`src/rtl/tlpc_pkg.sv`:
```
// ----------------------------------------------------------------------------
// tlpc_pkg
// Shared types and constants of the tick ladder price converter: field
// widths, opcodes, status codes and the controller/datapath interface.
// ----------------------------------------------------------------------------
`default_nettype none

package tlpc_pkg;

	localparam int PRICE_W   = 32;
	localparam int TICK_SZ_W = 24;
	localparam int TICKS_W   = 32;
	localparam int IDX_W     = 5;
	localparam int CFG_W     = 6;
	// wide enough to hold any segment count up to 64
	localparam int CNT_W     = 7;

	// divider: numerator 2*d+ts (34 bits), divisor 2*ts (25 bits)
	localparam int DIV_NW = 34;
	localparam int DIV_DW = 25;
	localparam int DIV_CW = 6;

	localparam int PROD_W = PRICE_W + TICK_SZ_W;

	typedef enum logic [1:0] {
		OP_LOAD = 2'd0,
		OP_P2T  = 2'd1,
		OP_T2P  = 2'd2
	} opcode_t;

	localparam logic [1:0] ST_OK       = 2'd0;
	localparam logic [1:0] ST_BELOW    = 2'd1;
	localparam logic [1:0] ST_SAT      = 2'd2;
	localparam logic [1:0] ST_BAD_LOAD = 2'd3;

	typedef enum logic [1:0] {
		RD_PREV = 2'd0,
		RD_CUR  = 2'd1,
		RD_SCAN = 2'd2,
		RD_SEG  = 2'd3
	} rd_sel_t;

	typedef enum logic [2:0] {
		RES_OK_ZERO  = 3'd0,
		RES_BAD_LOAD = 3'd1,
		RES_BELOW    = 3'd2,
		RES_P2T      = 3'd3,
		RES_T2P      = 3'd4
	} res_kind_t;

	typedef struct packed {
		logic      cap_in;
		logic      mem_wr_seg;
		rd_sel_t   rd_sel;
		logic      rb_init;
		logic      rb_lat_prev;
		logic      rb_lat_cur;
		logic      div_start_rb;
		logic      rb_write;
		logic      scan_clr;
		logic      scan_step;
		logic      fetch;
		logic      div_start_cv;
		logic      mul;
		logic      res_wr;
		res_kind_t res_kind;
	} dp_cmd_t;

	typedef struct packed {
		opcode_t op;
		logic    load_bad;
		logic    neg;
		logic    below;
		logic    rb_last;
		logic    rb_gap_ok;
		logic    scan_last;
		logic    div_busy;
	} dp_stat_t;

endpackage

`default_nettype wire

```
`src/rtl/tlpc_ctrl.sv`:
```
// ----------------------------------------------------------------------------
// tlpc_ctrl
// Sequencer for loads, start rebuilds and conversions; owns the output
// valid flag.
// ----------------------------------------------------------------------------
`default_nettype none

module tlpc_ctrl
	import tlpc_pkg::*;
(
	input  wire logic     clk,
	input  wire logic     arst_n,
	input  wire logic     in_valid,
	output logic          in_stall,
	output logic          out_valid,
	input  wire logic     out_stall,
	output dp_cmd_t       cmd,
	input  wire dp_stat_t stat
);

	typedef enum logic [17:0] {
		S_IDLE   = 18'h00001,
		S_DISP   = 18'h00002,
		S_LDWR   = 18'h00004,
		S_RBRDP  = 18'h00008,
		S_RBLATP = 18'h00010,
		S_RBCUR  = 18'h00020,
		S_RBCHK  = 18'h00040,
		S_RBDIV  = 18'h00080,
		S_RBWR   = 18'h00100,
		S_RBRD   = 18'h00200,
		S_SCAN   = 18'h00400,
		S_SCEND  = 18'h00800,
		S_SEL    = 18'h01000,
		S_FETCH  = 18'h02000,
		S_CVST   = 18'h04000,
		S_CVDIV  = 18'h08000,
		S_MUL    = 18'h10000,
		S_FIN    = 18'h20000
	} state_t;

	state_t    state_q, state_d;
	res_kind_t kind_q, kind_d;
	logic      out_valid_q;

	always_comb begin
		cmd          = '0;
		cmd.rd_sel   = RD_SCAN;
		cmd.res_kind = kind_q;
		state_d      = state_q;
		kind_d       = kind_q;
		case (state_q)
			S_IDLE: begin
				if (in_valid) begin
					cmd.cap_in = 1'b1;
					state_d    = S_DISP;
				end
			end
			S_DISP: begin
				case (stat.op)
					OP_LOAD: begin
						if (stat.load_bad) begin
							kind_d  = RES_BAD_LOAD;
							state_d = S_FIN;
						end else begin
							state_d = S_LDWR;
						end
					end
					OP_P2T: begin
						cmd.scan_clr = 1'b1;
						state_d      = S_SCAN;
					end
					OP_T2P: begin
						if (stat.neg) begin
							kind_d  = RES_BELOW;
							state_d = S_FIN;
						end else begin
							cmd.scan_clr = 1'b1;
							state_d      = S_SCAN;
						end
					end
					default: begin
						kind_d  = RES_OK_ZERO;
						state_d = S_FIN;
					end
				endcase
			end
			S_LDWR: begin
				cmd.mem_wr_seg = 1'b1;
				cmd.rb_init    = 1'b1;
				state_d        = S_RBRDP;
			end
			S_RBRDP: begin
				cmd.rd_sel = RD_PREV;
				state_d    = S_RBLATP;
			end
			S_RBLATP: begin
				cmd.rb_lat_prev = 1'b1;
				cmd.rd_sel      = RD_CUR;
				state_d         = S_RBCUR;
			end
			S_RBCUR: begin
				cmd.rb_lat_cur = 1'b1;
				state_d        = S_RBCHK;
			end
			S_RBCHK: begin
				if (stat.rb_gap_ok) begin
					cmd.div_start_rb = 1'b1;
					state_d          = S_RBDIV;
				end else begin
					state_d = S_RBWR;
				end
			end
			S_RBDIV: begin
				if (!stat.div_busy) begin
					state_d = S_RBWR;
				end
			end
			S_RBWR: begin
				cmd.rb_write = 1'b1;
				if (stat.rb_last) begin
					kind_d  = RES_OK_ZERO;
					state_d = S_FIN;
				end else begin
					state_d = S_RBRD;
				end
			end
			S_RBRD: begin
				cmd.rd_sel = RD_CUR;
				state_d    = S_RBCUR;
			end
			S_SCAN: begin
				cmd.rd_sel    = RD_SCAN;
				cmd.scan_step = 1'b1;
				if (stat.scan_last) begin
					state_d = S_SCEND;
				end
			end
			// last compare lands here
			S_SCEND: begin
				state_d = S_SEL;
			end
			S_SEL: begin
				cmd.rd_sel = RD_SEG;
				state_d    = S_FETCH;
			end
			S_FETCH: begin
				cmd.fetch = 1'b1;
				if (stat.op == OP_T2P) begin
					state_d = S_MUL;
				end else if (stat.below) begin
					kind_d  = RES_BELOW;
					state_d = S_FIN;
				end else begin
					state_d = S_CVST;
				end
			end
			S_CVST: begin
				cmd.div_start_cv = 1'b1;
				state_d          = S_CVDIV;
			end
			S_CVDIV: begin
				if (!stat.div_busy) begin
					kind_d  = RES_P2T;
					state_d = S_FIN;
				end
			end
			S_MUL: begin
				cmd.mul = 1'b1;
				kind_d  = RES_T2P;
				state_d = S_FIN;
			end
			S_FIN: begin
				if (!out_valid_q || !out_stall) begin
					cmd.res_wr = 1'b1;
					state_d    = S_IDLE;
				end
			end
			default: state_d = S_IDLE;
		endcase
	end

	always_ff @(posedge clk or negedge arst_n) begin
		if (!arst_n) begin
			state_q     <= S_IDLE;
			kind_q      <= RES_OK_ZERO;
			out_valid_q <= 1'b0;
		end else begin
			state_q <= state_d;
			kind_q  <= kind_d;
			if (cmd.res_wr) begin
				out_valid_q <= 1'b1;
			end else if (!out_stall) begin
				out_valid_q <= 1'b0;
			end
		end
	end

	assign in_stall  = state_q != S_IDLE;
	assign out_valid = out_valid_q;

	a_accept_dispatch: assert property (@(posedge clk) disable iff (!arst_n)
		(in_valid && !in_stall) |=> (state_q == S_DISP))
		else $error("accepted item not dispatched");

	a_result_valid: assert property (@(posedge clk) disable iff (!arst_n)
		cmd.res_wr |=> out_valid)
		else $error("result written without valid");

	a_div_idle_start: assert property (@(posedge clk) disable iff (!arst_n)
		(cmd.div_start_rb || cmd.div_start_cv) |-> !stat.div_busy)
		else $error("divider restarted while busy");

	a_rb_write_idle: assert property (@(posedge clk) disable iff (!arst_n)
		cmd.rb_write |-> !stat.div_busy)
		else $error("segment start written before quotient ready");

endmodule

`default_nettype wire

```
`config.mk`:
```
export PLATFORM = sky130hd
export DESIGN_NAME = tlpc_ctrl
export DESIGN_NICKNAME = d
export VERILOG_FILES = /design/src/rtl/tlpc_pkg.sv /design/src/rtl/tlpc_ctrl.sv
export SDC_FILE = /design/constraint.sdc
export NUM_CORES = 1
export LEC_CHECK = 0
export BUFFER_PORTS_ARGS = -buffer_cell sky130_fd_sc_hd__buf_2
export CAP_MARGIN = 20
export CELL_PAD_IN_SITES_DETAIL_PLACEMENT = 1
export CELL_PAD_IN_SITES_GLOBAL_PLACEMENT = 1
export CORE_AREA = 4 4 68 70
export DETAILED_ROUTE_END_ITERATION = 8
export DIE_AREA = 0 0 72 74
export PLACE_DENSITY = 0.84
export SETUP_SLACK_MARGIN = 0.15
export SYNTH_ARGS = -nofsm -noshare
export SYNTH_HDL_FRONTEND = slang
export SYNTH_SLANG_ARGS = --single-unit
```
`constraint.sdc`:
```
create_clock -name clk -period 3 [get_ports clk]
set_input_delay 0.15 -clock clk [delete_from_list [all_inputs] [get_ports clk]]
set_output_delay 0.15 -clock clk [all_outputs]
set_load 0.1 [all_outputs]
```
==> key figures <==
Run status
  • Status: complete, no violations

Power and ir drop
  • Pwr dens: 680 nW/um^2
  • Pleak: 0.892 nW
  • Combinational power share: 0.487
  • Switching share of power: 0.465
  • Seq pwr share: 0.294
  • Sw power: between 500 and 600 uW
  • Clk pwr share: 0.220
  • Internal Pwr Total: 681 uW
  • Maximum vdd drop: 0.340 mV

Critical path
  • Slowest stage delay, CP: between 500 and 600 ps
  • Worst path bufs/invs: 1
  • Worst r2r path cells: 6
  • Top delay family on crit path: simple AND/OR/NAND/NOR gates
  • Critical path startpoint category: flip-flop
  • Worst r2r dst: kind_q[0]
  • Data required, critical path: 2850 ps
  • Critical R2R Launch: state_q[2]
  • Crit-path cells: nor4_4 -> nand4_4 -> or4b_4 -> nor3b_4 -> buf_2
  • Worst path depth: 5
  • Setup crit end kind: output pin
  • Worst Path Arrival: roughly 2500 ps
  • Crit-path max FO: 8
  • CP endpoint: cmd[16]
  • Flop2flop setup slack: 740 ps
  • Slowest cell on the critical path: or4b_4
  • Worst Setup SP: state_q[13]
  • Crit path kind: flip-flop to output pin

Layout
  • Final Net Count: 211
  • Area growth syn-to-layout: 20.9%
  • Layout cells sized above 1: 0.328
  • Final Util: 0.471
  • Finished Layout Cells: 242
  • Ant. Diodes: 0
  • Cell area after layout: between 1500 and 2000 sq um

Clock network
  • Clock Tree Buf Depth: 2
  • Root Buffer: clkbuf_8
  • H-tree levels: 1
  • Post_cts resized: 0
  • CTS tree: built
  • CTS Hold Bufs: 1
  • Worst-path clk slew: 80 ps
  • Post-CTS Setup Inserts: 0
  • Clock latency on the worst-skew pair: about 270 ps
  • Sink Count: 22
  • Num CTS Buffers: 3

Floorplan
  • Initial core utilization: 0.390
  • IO Count: 33
  • Die height: 74 um
  • Die Span X: 72 um
  • FP Rows: 23
  • Die area: 5330 sq um
  • Core area: between 3000 and 4000 sq um

Synthesis
  • Count leader, synth: dfrtp_1
  • Predominant post-synthesis flop cell: dfrtp_1
  • Synth top area cells: dfrtp_1, nor3b_1, nor4_4, ha_1, nor2_1
  • Cell taking the most area after synthesis: dfrtp_1
  • EDFF count, synth: 0
  • Synthesis Warnings: 0
  • Yosys reg bits: 22
  • Top post-synthesis cells by count: dfrtp_1, nor2_1, nand2_1
  • Sequential cell area fraction in the yosys report: 0.357
  • Avg Inst Size Synth: 9.86 sq um
  • Ys async rst share: 1.00
  • Post-synth cell types: 56
  • Syn Nets: 175
  • Top-area cell type share of the netlist area: 0.340
  • Cells after Synth: 157
  • Post-synthesis instance area: between 1500 and 2000 sq um

STA
  • Fin. max-slew vios: 0
  • Maximum clock rate: 373 MHz
  • Final min period: 2680 ps
  • Max-slew headroom: 0.629
  • Period Utilization, post-route: 0.894
  • Least-Margin Pin Slew: 552 ps
  • Final setup viols: 0
  • Skew final: around 1.7 ps
  • Final hold slack: 67.6 ps
  • RSZ-0062 raised after global routing: false
  • Hold Violations, Final: 0

GRT
  • GRT Util Overall: 0.167
  • Antenna violations before repair: 0
  • Largest net degree at the start of global routing: 23
  • First-pass GRT wire length: 6980 um
  • Vias in the first global route: 1426
  • Total congestion overflow: 0

Placed design
  • RePlAce Congestion: 0.857
  • IO Port Bufs: 32
  • Detailed-placement wirelength estimate: 3150 um
  • DP Cell Count: about 240
  • Post-DP Area: 1790 sq um

Worst hold path
  • Worst hold-check path type: input port to flip-flop

Routing
  • Starting DRT DRC Count: 37
  • Total via count in the routed design: about 1400
  • First-pass DRT Iterations: 4
  • Drt drc: 0
  • Drt wl/cell: 17.0 um
  • Via/cell ratio: 5.59
  • Post-route antenna net violation count: 0
  • Final wirelength: 4120 um

Flow run
  • Max Cap Viol: 0
-- how the worst min path moves through the flow --
stage / startpoint / endpoint / slack (ps) / depth (start not counted)
2_1_floorplan: arst_n / kind_q[0] / -150 / 0
3_3_place_gp: arst_n / state_q[4] / 150 / 1
3_5_place_dp: arst_n / state_q[6] / 150 / 1
4_1_cts: stat[4] / state_q[14] / 60 / 2
5_1_grt: stat[4] / state_q[14] / 70 / 2
6_report: stat[4] / state_q[14] / 70 / 2
-- per-stage QoR --
stage | worst slack [ps] | power, mW | TNS, ps
5_1_grt | 195 | 1.34 | 0
3_3_place_gp | 655 | 0.983 | 0
3_5_place_dp | 600 | 0.994 | 0
2_1_floorplan | -97.2 | 0.879 | -97.2
4_1_cts | 302 | 1.28 | 0
6_report | 318 | 1.27 | 0
-- flip-flops by register name (all words and copies together), names as in the netlist --
signal     cells
state_q       18
out_valid      1
kind_q         3
-- power groups by stage --
stage / Sequential [mW] / Clock, mW / Combinational, mW
6_report: 0.374 / 0.280 / 0.619
5_1_grt: 0.378 / 0.296 / 0.662
4_1_cts: 0.374 / 0.283 / 0.622
3_5_place_dp: 0.378 / 0 / 0.615
3_3_place_gp: 0.378 / 0 / 0.605
2_1_floorplan: 0.474 / 0 / 0.406
-- logic make-up (layout without fill, tap and decap cells) --
family	after synthesis	count (layout)	synth area share
muxes	1	1	0.00647
xor gates and xnor gates	4	4	0.0226
and+or+nand+nor	94	94	0.441
buffers and inverters	10	45	0.0331
adders and majority gates	5	5	0.0404
DFF	22	22	0.357
AOI/OAI and AO/OA	21	21	0.0994
-- cell type report --
| cell class | count | area, sq um |
|---|---|---|
| fillers | 472 | 2100 |
| multi-input cells | 125 | 977 |
| flip-flops and latches | 22 | 552 |
| repair buffers | 35 | 185 |
| well taps | 50 | 62.6 |
| clock buffers | 3 | 41.3 |
| clock inverters | 1 | 30.0 |
| inverters | 6 | 22.5 |
-- metal layers --
metal	up-vias	routed length [um]	global-route usage
li1	649	-	-
met1	672	1940	0.221
met2	27	2010	0.291
met3	5	133	0.0216
met4	0	40	0.0459
met5	-	0	0
-- placed cells by master, fill, tap and decap left out, drive strengths merged, types with 2 or more instances in the layout --
| cell | count |
|---|---|
| a21o | 2 |
| a21oi | 4 |
| and2 | 4 |
| and4 | 2 |
| buf | 34 |
| clkbuf | 3 |
| dfrtp | 21 |
| ha | 5 |
| inv | 6 |
| nand2 | 10 |
| nand2b | 6 |
| nand3 | 5 |
| nand4 | 5 |
| nor2 | 14 |
| nor2b | 4 |
| nor3 | 9 |
| nor3b | 10 |
| nor4 | 10 |
| nor4b | 2 |
| o21ai | 5 |
| o31ai | 2 |
| or2 | 3 |
| or4b | 2 |
| xnor2 | 2 |
| xor2 | 2 |
No activity file was read; power rests on OpenSTA's default activity.
